File: config.mk
export PLATFORM = sky130hd
export DESIGN_NAME = iso15693_tag_command_engine_unit
export DESIGN_NICKNAME = d
export VERILOG_FILES = /design/src/rtl/itce_pkg.sv /design/src/rtl/itce_ram.sv /design/src/rtl/itce_front.sv /design/src/rtl/itce_queue.sv /design/src/rtl/itce_back.sv /design/src/rtl/iso15693_tag_command_engine_unit.sv
export SDC_FILE = /design/constraint.sdc
export NUM_CORES = 2
export LEC_CHECK = 0
export BUFFER_PORTS_ARGS = -buffer_cell sky130_fd_sc_hd__buf_2
export CAP_MARGIN = 20
export CORE_MARGIN = 2
export CORE_UTILIZATION = 45
export DETAILED_ROUTE_END_ITERATION = 8
export GPL_ROUTABILITY_DRIVEN = 0
export PLACE_DENSITY = 0.65
export REMOVE_ABC_BUFFERS = 1
export SLEW_MARGIN = 10
export SYNTH_ARGS = -nofsm -noshare
export SYNTH_HDL_FRONTEND = slang
export SYNTH_HIERARCHICAL = 1
export SYNTH_SLANG_ARGS = --single-unit
File: constraint.sdc
create_clock -name clock -period 14.3 [get_ports clock]
set_input_delay 2.86 -clock clock [delete_from_list [all_inputs] [get_ports clock]]
set_output_delay 2.86 -clock clock [all_outputs]
set_load 0.005 [all_outputs]
File: src/rtl/itce_pkg.sv
// Shared constants, command codes and types of the ISO15693 tag command engine.
package itce_pkg;

   localparam int MEM_BYTES = 256;
   localparam int DEPTH     = MEM_BYTES / 4;
   localparam int ADDR_W    = $clog2(DEPTH);
   localparam int SIZE_W    = 12;

   localparam logic [7:0] FLAG_INVENTORY = 8'h04;
   localparam logic [7:0] FLAG_SELECT    = 8'h10;
   localparam logic [7:0] FLAG_ADDRESS   = 8'h20;
   localparam logic [7:0] FLAG_OPTION    = 8'h40;

   localparam logic [7:0] OPC_INVENTORY   = 8'h01;
   localparam logic [7:0] OPC_STAY_QUIET  = 8'h02;
   localparam logic [7:0] OPC_READ_BLOCK  = 8'h20;
   localparam logic [7:0] OPC_WRITE_BLOCK = 8'h21;
   localparam logic [7:0] OPC_READ_MULTI  = 8'h23;
   localparam logic [7:0] OPC_SELECT      = 8'h25;
   localparam logic [7:0] OPC_RESET_READY = 8'h26;
   localparam logic [7:0] OPC_SYS_INFO    = 8'h2B;

   localparam logic [7:0] ERR_UNKNOWN_CMD = 8'h01;
   localparam logic [7:0] ERR_FORMAT      = 8'h02;
   localparam logic [7:0] ERR_RANGE       = 8'h10;
   localparam logic [7:0] ERR_LOCKED      = 8'h12;

   localparam logic [1:0] REG_TAG_UID   = 2'd0;
   localparam logic [1:0] REG_MEM_SIZE  = 2'd1;
   localparam logic [1:0] REG_READ_ONLY = 2'd2;

   localparam logic [63:0] UID_RESET   = 64'hE004_0205_0403_0201;
   localparam logic [8:0]  SIZE_RESET  = 9'd256;
   localparam logic [31:0] BLOCK1_INIT = 32'h00FE_0003;

   typedef struct packed {
      logic [119:0]      bytes;     // fixed leading bytes, first in low octet
      logic [3:0]        len;       // number of fixed bytes
      logic              rd;        // blocks follow the fixed bytes
      logic              opt;       // status byte before each block
      logic [ADDR_W-1:0] blk;
      logic [ADDR_W-1:0] nblk_m1;
      logic              wr;
      logic [31:0]       wdata;
      logic              changed;
      logic [31:0]       container;
   } job_type;

   typedef enum logic [2:0] {
      B_IDLE,
      B_HDR,
      B_FETCH,
      B_LOAD,
      B_BLOCK
   } back_state_type;

endpackage

File: src/rtl/itce_ram.sv
// Generic single-port-write, registered-read RAM.
module itce_ram #(
   parameter int WIDTH = 32,
   parameter int DEPTH = 64
) (
   input  logic                     clock,
   input  logic                     wr_en,
   input  logic [$clog2(DEPTH)-1:0] wr_addr,
   input  logic [WIDTH-1:0]         wr_data,
   input  logic                     rd_en,
   input  logic [$clog2(DEPTH)-1:0] rd_addr,
   output logic [WIDTH-1:0]         rd_data
);
   logic [WIDTH-1:0] mem_ff [DEPTH];
   logic [WIDTH-1:0] rd_data_ff;

   always_ff @(posedge clock) begin
      if (wr_en) begin
         mem_ff[wr_addr] <= wr_data;
      end
      if (rd_en) begin
         rd_data_ff <= mem_ff[rd_addr];
      end
   end

   assign rd_data = rd_data_ff;
endmodule

File: src/rtl/itce_front.sv
// Request decoder: checks flags, UID and lengths, keeps quiet/selected, builds jobs.
module itce_front (
   input  logic                   clock,
   input  logic                   reset,
   input  logic                   req_valid,
   input  logic                   req_ready,
   input  logic [7:0]             flags,
   input  logic [7:0]             command,
   input  logic [7:0]             frame_length,
   input  logic [63:0]            request_uid,
   input  logic [7:0]             first_block,
   input  logic [7:0]             block_count_minus_one,
   input  logic [31:0]            write_data,
   input  logic [10:0]            response_room,
   input  logic [63:0]            tag_uid,
   input  logic [8:0]             memory_size,
   input  logic                   read_only,
   output logic                   push,
   output itce_pkg::job_type      job
);
   import itce_pkg::*;

   logic quiet_ff, quiet_in, selected_ff, selected_in;
   logic [SIZE_W-1:0] size, room, len, idx, blk4, cnt, need;
   logic [7:0] units, blocks_m1;
   logic inv, addr, sel, opt;

   always_comb begin
      size = ({3'b0, memory_size} > SIZE_W'(MEM_BYTES)) ? SIZE_W'(MEM_BYTES)
                                                        : {3'b0, memory_size};
      units     = size[10:3];
      blocks_m1 = size[9:2] - 8'd1;
      room = {1'b0, response_room};
      len  = {4'b0, frame_length};
      inv  = (flags & FLAG_INVENTORY) != 8'd0;
      addr = (flags & FLAG_ADDRESS) != 8'd0;
      sel  = (flags & FLAG_SELECT) != 8'd0;
      opt  = (flags & FLAG_OPTION) != 8'd0;
      idx  = addr ? SIZE_W'(10) : SIZE_W'(2);
      blk4 = {2'b0, first_block, 2'b00};
      cnt  = {4'b0, block_count_minus_one} + SIZE_W'(1);
      need = SIZE_W'(1) + {cnt[9:0], 2'b00} + (opt ? cnt : SIZE_W'(0));
   end

   always_comb begin
      push        = 1'b0;
      job         = '0;
      quiet_in    = quiet_ff;
      selected_in = selected_ff;
      job.opt     = opt;
      job.blk     = first_block[ADDR_W-1:0];
      job.wdata   = write_data;
      job.container = {8'h01, units, (read_only ? 8'h4C : 8'h40), 8'hE1};
      if (req_valid && req_ready && len >= SIZE_W'(2)) begin
         if (inv) begin
            if (command == OPC_INVENTORY && !quiet_ff && room >= SIZE_W'(10)) begin
               push      = 1'b1;
               job.bytes = {40'b0, tag_uid, 16'h0000};
               job.len   = 4'd10;
            end
         end else if (addr && (len < SIZE_W'(10) || request_uid != tag_uid)) begin
            push = 1'b0;
         end else if (quiet_ff && !addr && !sel) begin
            push = 1'b0;
         end else if (sel && !selected_ff) begin
            push = 1'b0;
         end else begin
            // error reply by default; arms below override
            job.len   = 4'd2;
            job.bytes = {104'b0, ERR_FORMAT, 8'h01};
            unique case (command)
               OPC_STAY_QUIET: begin
                  if (addr) begin
                     quiet_in = 1'b1;
                  end
               end
               OPC_SELECT: begin
                  if (!addr) begin
                     push = room >= SIZE_W'(2);
                  end else if (room >= SIZE_W'(1)) begin
                     push        = 1'b1;
                     selected_in = 1'b1;
                     quiet_in    = 1'b0;
                     job.len     = 4'd1;
                     job.bytes   = '0;
                  end
               end
               OPC_RESET_READY: begin
                  if (room >= SIZE_W'(1)) begin
                     push        = 1'b1;
                     selected_in = 1'b0;
                     quiet_in    = 1'b0;
                     job.len     = 4'd1;
                     job.bytes   = '0;
                  end
               end
               OPC_READ_BLOCK: begin
                  if (len < idx + SIZE_W'(1)) begin
                     push = room >= SIZE_W'(2);
                  end else if (blk4 + SIZE_W'(4) > size) begin
                     push      = room >= SIZE_W'(2);
                     job.bytes = {104'b0, ERR_RANGE, 8'h01};
                  end else if ((opt ? SIZE_W'(6) : SIZE_W'(5)) <= room) begin
                     push      = 1'b1;
                     job.len   = 4'd1;
                     job.bytes = '0;
                     job.rd    = 1'b1;
                  end
               end
               OPC_READ_MULTI: begin
                  if (len < idx + SIZE_W'(2)) begin
                     push = room >= SIZE_W'(2);
                  end else if (blk4 + {cnt[9:0], 2'b00} > size) begin
                     push      = room >= SIZE_W'(2);
                     job.bytes = {104'b0, ERR_RANGE, 8'h01};
                  end else if (need <= room) begin
                     push        = 1'b1;
                     job.len     = 4'd1;
                     job.bytes   = '0;
                     job.rd      = 1'b1;
                     job.nblk_m1 = block_count_minus_one[ADDR_W-1:0];
                  end
               end
               OPC_WRITE_BLOCK: begin
                  if (len < idx + SIZE_W'(5)) begin
                     push = room >= SIZE_W'(2);
                  end else if (first_block == 8'd0 || read_only) begin
                     push      = room >= SIZE_W'(2);
                     job.bytes = {104'b0, ERR_LOCKED, 8'h01};
                  end else if (blk4 + SIZE_W'(4) > size) begin
                     push      = room >= SIZE_W'(2);
                     job.bytes = {104'b0, ERR_RANGE, 8'h01};
                  end else begin
                     // store even when the reply does not fit
                     push        = 1'b1;
                     job.wr      = 1'b1;
                     job.bytes   = '0;
                     job.len     = (room >= SIZE_W'(1)) ? 4'd1 : 4'd0;
                     job.changed = room >= SIZE_W'(1);
                  end
               end
               OPC_SYS_INFO: begin
                  if (room >= SIZE_W'(15)) begin
                     push      = 1'b1;
                     job.len   = 4'd15;
                     job.bytes = {8'h01, 8'h03, blocks_m1, 8'h00, 8'h00,
                                  tag_uid, 8'h0F, 8'h00};
                  end
               end
               default: begin
                  push      = room >= SIZE_W'(2);
                  job.bytes = {104'b0, ERR_UNKNOWN_CMD, 8'h01};
               end
            endcase
         end
      end
   end

   always_ff @(posedge clock) begin
      if (reset) begin
         quiet_ff    <= 1'b0;
         selected_ff <= 1'b0;
      end else begin
         quiet_ff    <= quiet_in;
         selected_ff <= selected_in;
      end
   end
endmodule

File: src/rtl/itce_queue.sv
// Two-entry job queue between decoder and response builder.
module itce_queue (
   input  logic              clock,
   input  logic              reset,
   input  logic              push,
   input  itce_pkg::job_type push_job,
   output logic              push_ready,
   input  logic              pop,
   output logic              head_valid,
   output itce_pkg::job_type head_job
);
   import itce_pkg::*;

   job_type    q_ff [2];
   logic       wr_ptr_ff, wr_ptr_in, rd_ptr_ff, rd_ptr_in;
   logic [1:0] count_ff, count_in;
   logic       do_push, do_pop;

   always_comb begin
      push_ready = count_ff != 2'd2;
      head_valid = count_ff != 2'd0;
      head_job   = q_ff[rd_ptr_ff];
      do_push    = push && push_ready;
      do_pop     = pop && head_valid;
      wr_ptr_in  = wr_ptr_ff ^ do_push;
      rd_ptr_in  = rd_ptr_ff ^ do_pop;
      count_in   = count_ff + {1'b0, do_push} - {1'b0, do_pop};
   end

   always_ff @(posedge clock) begin
      if (do_push) begin
         q_ff[wr_ptr_ff] <= push_job;
      end
      if (reset) begin
         wr_ptr_ff <= 1'b0;
         rd_ptr_ff <= 1'b0;
         count_ff  <= 2'd0;
      end else begin
         wr_ptr_ff <= wr_ptr_in;
         rd_ptr_ff <= rd_ptr_in;
         count_ff  <= count_in;
      end
   end
endmodule

File: src/rtl/itce_back.sv
// Response builder: runs jobs against tag memory; packs bytes into chunks of 1 to 8.
module itce_back (
   input  logic              clock,
   input  logic              reset,
   input  logic              q_valid,
   input  itce_pkg::job_type q_job,
   output logic              pop,
   output logic              rsp_valid,
   input  logic              rsp_ready,
   output logic [63:0]       rsp_bytes,
   output logic [3:0]        rsp_count,
   output logic              rsp_last,
   output logic              rsp_changed
);
   import itce_pkg::*;

   back_state_type    state_ff, state_in;
   job_type           job_ff;
   logic [3:0]        hidx_ff;
   logic [ADDR_W-1:0] cur_blk_ff, left_ff;
   logic [2:0]        bidx_ff;
   logic [31:0]       word_ff, word_in, rd_data;
   logic [DEPTH-1:0]  valid_ff;
   logic [63:0]       asm_data_ff, out_data_ff;
   logic [3:0]        asm_cnt_ff, out_cnt_ff;
   logic              asm_done_ff, asm_chg_ff;
   logic              out_valid_ff, out_last_ff, out_chg_ff;
   logic              can_app, app, app_final, xfer, ram_we, ram_re;
   logic [7:0]        app_byte;
   logic [1:0]        wsel;

   itce_ram #(.WIDTH(32), .DEPTH(DEPTH)) u_ram (
      .clock   (clock),
      .wr_en   (ram_we),
      .wr_addr (q_job.blk),
      .wr_data (q_job.wdata),
      .rd_en   (ram_re),
      .rd_addr (cur_blk_ff),
      .rd_data (rd_data)
   );

   assign can_app = (asm_cnt_ff != 4'd8) && !asm_done_ff;
   assign xfer    = (asm_cnt_ff == 4'd8 || asm_done_ff) && (!out_valid_ff || rsp_ready);
   assign wsel    = bidx_ff[1:0] - 2'd1;

   // next state
   always_comb begin
      state_in = state_ff;
      unique case (state_ff)
         B_IDLE: begin
            if (q_valid && q_job.len != 4'd0) begin
               state_in = B_HDR;
            end
         end
         B_HDR: begin
            if (can_app && hidx_ff == job_ff.len - 4'd1) begin
               state_in = job_ff.rd ? B_FETCH : B_IDLE;
            end
         end
         B_FETCH: state_in = B_LOAD;
         B_LOAD:  state_in = B_BLOCK;
         B_BLOCK: begin
            if (can_app && bidx_ff == 3'd4) begin
               state_in = (left_ff == '0) ? B_IDLE : B_FETCH;
            end
         end
         default: state_in = B_IDLE;
      endcase
   end

   // outputs
   always_comb begin
      pop       = 1'b0;
      ram_we    = 1'b0;
      ram_re    = 1'b0;
      app       = 1'b0;
      app_final = 1'b0;
      app_byte  = 8'h00;
      unique case (state_ff)
         B_IDLE: begin
            pop    = q_valid;
            ram_we = q_valid && q_job.wr;
         end
         B_HDR: begin
            app       = can_app;
            app_byte  = job_ff.bytes[{hidx_ff, 3'b000} +: 8];
            app_final = can_app && hidx_ff == job_ff.len - 4'd1 && !job_ff.rd;
         end
         B_FETCH: ram_re = 1'b1;
         B_LOAD: begin
            app = 1'b0;
         end
         B_BLOCK: begin
            app       = can_app;
            app_byte  = (bidx_ff == 3'd0) ? 8'h00 : word_ff[{wsel, 3'b000} +: 8];
            app_final = can_app && bidx_ff == 3'd4 && left_ff == '0;
         end
         default: pop = 1'b0;
      endcase
   end

   always_comb begin
      if (cur_blk_ff == '0) begin
         word_in = job_ff.container;
      end else if (valid_ff[cur_blk_ff]) begin
         word_in = rd_data;
      end else if (cur_blk_ff == ADDR_W'(1)) begin
         word_in = BLOCK1_INIT;
      end else begin
         word_in = '0;
      end
   end

   always_ff @(posedge clock) begin
      if (pop) begin
         job_ff     <= q_job;
         hidx_ff    <= 4'd0;
         cur_blk_ff <= q_job.blk;
         left_ff    <= q_job.nblk_m1;
      end
      if (state_ff == B_HDR && can_app) begin
         hidx_ff <= hidx_ff + 4'd1;
      end
      if (state_ff == B_LOAD) begin
         word_ff <= word_in;
         bidx_ff <= job_ff.opt ? 3'd0 : 3'd1;
      end
      if (state_ff == B_BLOCK && can_app) begin
         bidx_ff <= bidx_ff + 3'd1;
         if (bidx_ff == 3'd4) begin
            cur_blk_ff <= cur_blk_ff + ADDR_W'(1);
            left_ff    <= left_ff - ADDR_W'(1);
         end
      end
      if (app) begin
         if (asm_cnt_ff == 4'd0) begin
            asm_data_ff <= {56'b0, app_byte};
         end else begin
            asm_data_ff[{asm_cnt_ff[2:0], 3'b000} +: 8] <= app_byte;
         end
         asm_chg_ff <= job_ff.changed;
      end
      if (xfer) begin
         out_data_ff <= asm_data_ff;
         out_cnt_ff  <= asm_cnt_ff;
         out_last_ff <= asm_done_ff;
         out_chg_ff  <= asm_chg_ff;
      end
      if (reset) begin
         state_ff     <= B_IDLE;
         valid_ff     <= '0;
         asm_cnt_ff   <= 4'd0;
         asm_done_ff  <= 1'b0;
         out_valid_ff <= 1'b0;
      end else begin
         state_ff <= state_in;
         if (ram_we) begin
            valid_ff[q_job.blk] <= 1'b1;
         end
         if (xfer) begin
            asm_cnt_ff  <= 4'd0;
            asm_done_ff <= 1'b0;
         end else if (app) begin
            asm_cnt_ff  <= asm_cnt_ff + 4'd1;
            asm_done_ff <= app_final;
         end
         if (xfer) begin
            out_valid_ff <= 1'b1;
         end else if (rsp_ready) begin
            out_valid_ff <= 1'b0;
         end
      end
   end

   assign rsp_valid   = out_valid_ff;
   assign rsp_bytes   = out_data_ff;
   assign rsp_count   = out_cnt_ff;
   assign rsp_last    = out_last_ff;
   assign rsp_changed = out_chg_ff;

   a_asm_bound: assert property (@(posedge clock) disable iff (reset)
      asm_cnt_ff <= 4'd8) else $error("chunk assembly overflow");
   a_out_nonempty: assert property (@(posedge clock) disable iff (reset)
      out_valid_ff |-> (out_cnt_ff != 4'd0)) else $error("empty chunk offered");
   a_no_append_full: assert property (@(posedge clock) disable iff (reset)
      app |-> !xfer) else $error("append and transfer collide");
   a_fetch_load: assert property (@(posedge clock) disable iff (reset)
      (state_ff == B_FETCH) |=> (state_ff == B_LOAD)) else $error("memory read lost");
endmodule

File: src/rtl/iso15693_tag_command_engine_unit.sv
// Top level of the ISO15693 tag command engine.
// Usage:
//   req_* carries one decoded request per transfer (flags, command, frame length,
//   UID, block number, block count, write data, response room). rsp_* returns the
//   response as chunks of up to 8 bytes, first byte in the low octet, with
//   rsp_tlast on the final chunk and rsp_tuser set on the reply of a stored
//   write. csr_* writes tag_uid (0), memory_size (1) and read_only (2); the
//   user writes them only while idle, which the block does not enforce.
// Timing:
//   The decoder takes a request every cycle while its two-entry job queue has
//   room; silent requests leave nothing behind. The builder appends one byte per
//   cycle while its output is not stalled, pausing for each job, for the memory
//   read of each block (B_FETCH, B_LOAD) and for each full chunk handed on. A
//   reply of up to 8 bytes without blocks is offered after passing the queue,
//   the builder's job register, the assembly register and the output register.
// Reset clears quiet, selected and the written marks of the tag memory, which
//   then reads as zeros except block 0 (container) and block 1 (empty NDEF TLV).
// When rsp_tready is low the builder holds its finished chunk and one more in
//   assembly, then stalls; the queue fills and req_tready drops.
module iso15693_tag_command_engine_unit (
   input  logic         clock,
   input  logic         reset,
   input  logic         req_tvalid,
   output logic         req_tready,
   // flags, command, frame_length, request_uid, first_block,
   // block_count_minus_one, write_data, response_room, zero pad
   input  logic [151:0] req_tdata,
   output logic         rsp_tvalid,
   input  logic         rsp_tready,
   // response_bytes, byte_count, zero pad
   output logic [71:0]  rsp_tdata,
   output logic         rsp_tlast,
   // memory_changed
   output logic         rsp_tuser,
   input  logic         csr_wr_en,
   input  logic [1:0]   csr_index,
   input  logic [63:0]  csr_wdata
);
   import itce_pkg::*;

   logic [63:0] uid_ff;
   logic [8:0]  msize_ff;
   logic        ro_ff;
   logic        push, push_ready, q_valid, pop;
   job_type     push_job, q_job;
   logic [63:0] rsp_bytes;
   logic [3:0]  rsp_count;

   always_ff @(posedge clock) begin
      if (reset) begin
         uid_ff   <= UID_RESET;
         msize_ff <= SIZE_RESET;
         ro_ff    <= 1'b0;
      end else if (csr_wr_en) begin
         case (csr_index)
            REG_TAG_UID:   uid_ff   <= csr_wdata;
            REG_MEM_SIZE:  msize_ff <= csr_wdata[8:0];
            REG_READ_ONLY: ro_ff    <= csr_wdata[0];
            default:       ro_ff    <= ro_ff;
         endcase
      end
   end

   assign req_tready = push_ready;

   itce_front u_front (
      .clock                 (clock),
      .reset                 (reset),
      .req_valid             (req_tvalid),
      .req_ready             (push_ready),
      .flags                 (req_tdata[7:0]),
      .command               (req_tdata[15:8]),
      .frame_length          (req_tdata[23:16]),
      .request_uid           (req_tdata[87:24]),
      .first_block           (req_tdata[95:88]),
      .block_count_minus_one (req_tdata[103:96]),
      .write_data            (req_tdata[135:104]),
      .response_room         (req_tdata[146:136]),
      .tag_uid               (uid_ff),
      .memory_size           (msize_ff),
      .read_only             (ro_ff),
      .push                  (push),
      .job                   (push_job)
   );

   itce_queue u_queue (
      .clock      (clock),
      .reset      (reset),
      .push       (push),
      .push_job   (push_job),
      .push_ready (push_ready),
      .pop        (pop),
      .head_valid (q_valid),
      .head_job   (q_job)
   );

   itce_back u_back (
      .clock       (clock),
      .reset       (reset),
      .q_valid     (q_valid),
      .q_job       (q_job),
      .pop         (pop),
      .rsp_valid   (rsp_tvalid),
      .rsp_ready   (rsp_tready),
      .rsp_bytes   (rsp_bytes),
      .rsp_count   (rsp_count),
      .rsp_last    (rsp_tlast),
      .rsp_changed (rsp_tuser)
   );

   assign rsp_tdata = {4'b0, rsp_count, rsp_bytes};
endmodule
Word-level counts from Yosys, hierarchy flattened --
Memories as Yosys holds them, arrays and structs flattened. A register that Yosys moved wholly into a read port is not among the register bits. Cells that the tools add are included.
Storage, ports and cells: output and inout bits 76, logic and storage cells 283, bits of input ports 223, memory bits (writable) 2412, memories kept 2, flip-flop bits (word level) 498
Cells by class: multiplexer cells 121, $add $sub $neg 19, bitwise logic cells 7, equal/unequal tests 28, reduce and logical (&&, ||, !) cells 54, order comparisons 17, shifts and indexed selects 4
Memory list:
- u_back.u_ram.mem_ff | words 64, bits a word 32, read ports 1, clocked after Yosys merged registers in 1, write ports 1, line itce_ram.sv:14 | logic [WIDTH-1:0] mem_ff [DEPTH];
- u_queue.q_ff | words 2, bits a word 182, read ports 1, clocked after Yosys merged registers in 1, write ports 1, line itce_queue.sv:14 | job_type q_ff [2];
Operators with widths (count):
- one-hot mux 120 bit (7 select lines) | 1
- two-way mux 125 bit | 6
- two-way mux 124 bit | 3
- two-way mux 120 bit | 2
- variable part select 120 x 8 -> 8 bit | 1
- two-way mux 117 bit | 1
- two-way mux 84 bit | 1
- bitwise mux 64 bit | 1
- two-way mux 32 bit | 2
- != test 64 bit | 1
- OR 64 bit | 1
- variable shift 8 x 8 -> 64 bit, first input constant | 1
- variable part select 8 x 8 -> 64 bit | 1
- two-way mux 6 bit | 10
- two-way mux 1 bit | 53
- equality test 8 x 6 -> 1 bit, second input constant | 6
- < comparator 8 x 12 -> 1 bit | 3
- two-way mux 7 bit | 5
- variable part select 32 x 6 -> 8 bit | 1
- two-way mux 15 bit | 2
- two-way mux 13 bit | 2
- > comparator 12 bit | 2
- less-or-equal comparator 12 x 11 -> 1 bit | 2
- two-way mux 24 bit | 1
- 73 further kinds | 141

Depth between registers and ports, before layout --
depth after elaboration 16, mapped depth 24, depth with buffers taken out 24

Modules after synthesis --
Netlist, hierarchy kept.
By module, submodules not included:
- itce_ram | cells an instance 3511, area each 79359.9 um2, sequential area each 62459.9 um2, times used 1
- itce_back | cells an instance 1101, area each 16419.5 um2, sequential area each 11701.2 um2, times used 1
- itce_queue | cells an instance 662, area each 15572.4 um2, sequential area each 12331.8 um2, times used 1
- itce_front | cells an instance 682, area each 4870.9 um2, sequential area each 40.0 um2, times used 1
- iso15693_tag_command_engine_unit | cells an instance 320, area each 3316.9 um2, sequential area each 1481.4 um2, times used 1

Worst setup path before layout --
Ideal clock, no wire load.
path type input-to-reg, start in req_tdata[96], end mem u_queue/q_ff[0][0] (netlist name) (enable), stages on the path 20, path slack 2.666 ns, buffers on the path 0, setup time 0.591 ns, arrival time 11.043 ns, data required time 13.709 ns, path through ha_1 -> xor2_1 -> and2_1 -> ha_1 -> a21o_1 -> a21oi_1 -> o21bai_1 -> a21oi_1 -> o21ai_0 -> xor2_1 -> ha_1 -> nand4_1 -> nor2_1 -> and3_1 -> a311o_1 -> nand2_1 -> o31a_2 -> o32ai_1 -> and2_1 -> ha_1
On the way: cells in the longest elaborated chain, start to end 16, elaborated cells between the ends (all ways) 19, those cells by class add/sub: 4; order compare: 2; mux: 12; reduce/logical: 1
Ends and longest elaborated chain:
- start: declaration | line iso15693_tag_command_engine_unit.sv:27 | input logic [151:0] req_tdata,
- adder 8 x 1 -> 9 bit * | line itce_front.sv:41 | cnt = {4'b0, block_count_minus_one} + SIZE_W'(1);
- adder 1 x 12 -> 12 bit or two-way mux 12 bit (tied branches) | line itce_front.sv:42 | need = SIZE_W'(1) + {cnt[9:0], 2'b00} + (opt ? cnt : SIZE_W'(0));
- adder 12 bit | line itce_front.sv:42
- less-or-equal comparator 12 x 11 -> 1 bit | line itce_front.sv:116 | end else if (need <= room) begin
- two-way mux 1 bit | line itce_front.sv:116
- two-way mux 1 bit * | line itce_front.sv:113 | end else if (blk4 + {cnt[9:0], 2'b00} > size) begin
- two-way mux 1 bit * | line itce_front.sv:111 | if (len < idx + SIZE_W'(2)) begin
- one-hot mux 1 bit (7 select lines) * | line itce_front.sv:71 | unique case (command)
- two-way mux 1 bit * | line itce_front.sv:65 | end else if (sel && !selected_ff) begin
- two-way mux 1 bit * | line itce_front.sv:63 | end else if (quiet_ff && !addr && !sel) begin
- two-way mux 1 bit * | line itce_front.sv:61 | end else if (addr && (len < SIZE_W'(10) || request_uid != tag_uid)) begin
- two-way mux 1 bit * | line itce_front.sv:55 | if (inv) begin
- two-way mux 1 bit * | line itce_front.sv:54 | if (req_valid && req_ready && len >= SIZE_W'(2)) begin
- net push | line iso15693_tag_command_engine_unit.sv:44 | logic push, push_ready, q_valid, pop;
- logical AND 1 bit * | line itce_queue.sv:23 | do_push = push && push_ready;
- two-way mux 1 bit * | line itce_queue.sv:31 | if (do_push) begin
- two-way mux 1 bit (not written as such) * | line itce_queue.sv:32 | q_ff[wr_ptr_ff] <= push_job;
- end: declaration | line itce_queue.sv:14
Mark *: on every way through the listed nets, which the timed path passes. The rest lies on a longest branch.

Final worst setup path --
start in req_tdata[96], end mem u_queue/q_ff[0][157] (netlist name) (enable)
Same word-level chain as after synthesis.

==> qor.txt <==
GRT Util Overall = 0.208
routed wire length = 286000 µm
worst skew pair latency = 0.88 ns
gr busiest metal = met2
GR Util met2 = 0.336
vias in the first global route = 60700
Area Growth Syn to Fin = 12.5%
Post-CTS Setup Bufs = 0
DR WL/cell = 27.4 µm
Root Driver = clkbuf_16
PwrDens = 168 nW/µm²
Synth async-reset ratio = 0
layout cells sized above 1 = 0.247
clock skew = 0.0766 ns
Cell Rows = 189
post_cts resized = 0
# port buffers = 285
DRC Markers = 0
Worst-path clk slew = 0.06 ns
CP Data Required Time = 14.77 ns
sequential-to-total area share from yosys stat = 0.736
H-tree levels = 5
type of the worst min-delay path = register to register
Peak supply drop = 0.160 mV
Least-Margin Pin Slew = 1.25 ns
worst r2r src = msize_ff[8]
Antenna Nets Post-Route = 0
Final Hold Viols = 0
synthesized flop and latch total = 2986
I/O pins = 299
critical path launch point = req_tdata[96]
f_max = 119 MHz
DR iter-0 viols = 6664
first-pass GRT wire length = 413000 µm
Switch Pwr = 0.00648 W
total core area = 265000 µm²
largest net degree at the start of global routing = 122
max-cap violations = 0
Hold-fix buffers, CTS = 0
CTS sink cnt = 2986
post-route minimum period = 8.41 ns
design area = 134000 µm²
fin. max-slew vios = 0
vias per cell = 5.82
Cell variety after synth = 101
endpoint kind of the worst setup timing path = register
GR Util met3 = 0.0353
Sw Share = 0.286
vias after detailed routing = 60800
filler instances = 20900
Hold Path Origin = u_back/asm_data_ff[22]
fin crit share = 0.588
TritonCTS clock tree = done
worst setup path class = primary input to register
Synth Area per Inst = 19.0 µm²
Detailed Routing Iterations Pass 1 = 6
Arrival @ worst endpoint = 8.87 ns
Clock Path Buffers = 4
# setup viols final = 0
yosys warns = 6
die area = 270000 µm²
Main synth FF type = edfxtp_1
total grt overflow = 0
power share of the combinational group = 0.221
Num CTS Buffers = 313
Initial Utilization = 0.452
Mapped Area = 120000 µm²
dpl hpwl = 164000 µm
Setup TNS = 0 ns
clock group share of total power = 0.345
Syn Inst Count = 6276
RSZ-0062 raised after global routing = false
total internal power = 0.0161 W
die width = 519 µm
Crit Path Max Fanout = 52
DP Area = 125000 µm²
die height = 519 µm
Post-synth EDFFs = 2821
initial antenna violation count = 28
Leak Pwr = 43.4 nW
sequential power share = 0.433
Slew HR = 0.162
dpl cells = 9875
fin cells = 10400
fin nets = 6948
status = complete, no violations
Critical Path Start Type = primary input
GR Util met1 = 0.292
## synthesized netlist by cell type, types with 15 or more instances
master | count | area (µm²)
buf_1 | 17 | 63.8
nor3b_1 | 64 | 480
nand3_1 | 74 | 370
a22o_1 | 35 | 307
a211oi_1 | 38 | 285
mux2_4 | 150 | 2250
buf_4 | 143 | 1070
o221ai_1 | 17 | 149
mux4_2 | 493 | 11100
inv_1 | 56 | 210
a22oi_1 | 135 | 1010
nand2_1 | 93 | 349
clkbuf_1 | 134 | 503
and2_1 | 23 | 144
mux2i_1 | 288 | 2880
nand4_1 | 20 | 125
edfxtp_1 | 2821 | 84700
a21oi_1 | 185 | 926
xor2_1 | 43 | 377
nor2b_1 | 58 | 363
o21ai_0 | 115 | 576
mux2_2 | 58 | 653
dfxtp_1 | 165 | 3300
nor3_1 | 34 | 170
buf_2 | 74 | 370
ha_1 | 62 | 776
a31oi_1 | 30 | 188
nand2b_1 | 142 | 888
nor2_1 | 276 | 1040
o22ai_1 | 44 | 275
o211ai_1 | 15 | 113
nor4_1 | 20 | 125
xnor2_1 | 48 | 420
buf_6 | 54 | 608
## worst max-delay path, stage by stage
cell       delay (ns)
buf_2            0.15
ha_1             0.33
xor2_1           0.28
ha_1             0.34
nor2b_1          0.17
o2111ai_1        0.34
nand2_1          0.12
nor2_1           0.14
xnor2_1          0.15
ha_1             0.27
and3_1           0.15
a31o_2           0.24
a21oi_1          0.22
a311o_1          0.29
o31ai_1          0.11
and4_1           0.23
o32ai_1          0.72
and2_1           0.27
ha_4             0.69
buf_4            0.73
## placed cells by master, fill, tap and decap left out, drive strengths merged, types with 116 or more instances in the layout
cell type and count:
dfxtp 165, a21oi 186, mux4 493, nor2 284, buf 445, clkbuf 404, a22oi 135, edfxtp 2821
mux2i 288, o21ai 116, mux2 208, nand2b 142
## metal layers
layer | up-vias | wire, µm
li1 | 26000 | -
met1 | 31800 | 117000
met2 | 2564 | 137000
met3 | 408 | 24200
met4 | 10 | 8120
met5 | - | 66
## state kept, by name, summed over array words and instances (netlist names), 2 cells and up
register and flops:
u_queue/count_ff 2, u_back/asm_cnt_ff 4, u_back/state_ff 3, u_back/hidx_ff 4
u_back/cur_blk_ff 6, u_back/rsp_count 4, u_back/asm_data_ff 64, u_back/word_ff 32
u_back/valid_ff 64, u_queue/q_ff 408, u_back/job_ff 159, uid_ff 64
u_back/u_ram/rd_data 32, u_back/bidx_ff 3, u_back/u_ram/mem_ff 2048, u_back/left_ff 6
msize_ff 9, u_back/rsp_bytes 64
## area by class of cell
class / instances / area [µm²] / share of cell area
tap: 3533 / 4420 / 0.0329
sequential: 2986 / 88000 / 0.655
clock inverter: 151 / 1430 / 0.0106
timing repair buffer: 447 / 2700 / 0.0201
antenna: 11 / 27.5 / 0.000205
clock buffer: 402 / 8370 / 0.0623
multi-input combinational: 2855 / 29200 / 0.217
inverter: 59 / 226 / 0.00168
## power groups by stage
stage	registers, W	logic, W	clock network, W
floorplan	0.0104	0.00411	0
global placement	0.00999	0.00495	0
detailed placement	0.00999	0.00499	0
CTS	0.00981	0.00500	0.00794
global route	0.00982	0.00528	0.00827
finish	0.00981	0.00501	0.00781
## cells by family (layout without fill, tap and decap cells)
group                    count (synthesis)  count (layout)  synth area share
AO/OA/AOI/OAI                          742             742            0.0417
XOR/XNOR                                91              91           0.00667
adder cells (fa/ha/maj)                 63              63           0.00666
buffers and inverters                  499            1059            0.0263
flip-flops                            2986            2986             0.736
multiplexers                           989             989             0.141
other                                    3              78         0.0000942
AND/OR/NAND/NOR                        903             903            0.0409
## stage by stage
step | setup slack (ns) | total power [W] | hold slack (ns) | utilization
after floorplan | -12.20 | 0.0145 | 0.400 | -
after detailed placement | 5.01 | 0.0150 | 0.409 | 0.471
after global routing | 5.50 | 0.0234 | 0.419 | 0.508
final | 5.89 | 0.0226 | 0.408 | 0.508
after global placement | 4.90 | 0.0149 | 0.408 | 0.471
after CTS | 5.90 | 0.0228 | 0.409 | 0.508
## final timing paths
kind	cells past startpoint	to	slack (ns)
worst max-delay path	20	u_queue/q_ff[0][157]	5.89
worst max register to register	13	u_queue/q_ff[0][157]	8.65
worst min-delay path	0	u_back/rsp_bytes[22]	0.41
worst min register to register	0	u_back/rsp_bytes[22]	0.41
Note: power is estimated with default switching activity, not from simulation.
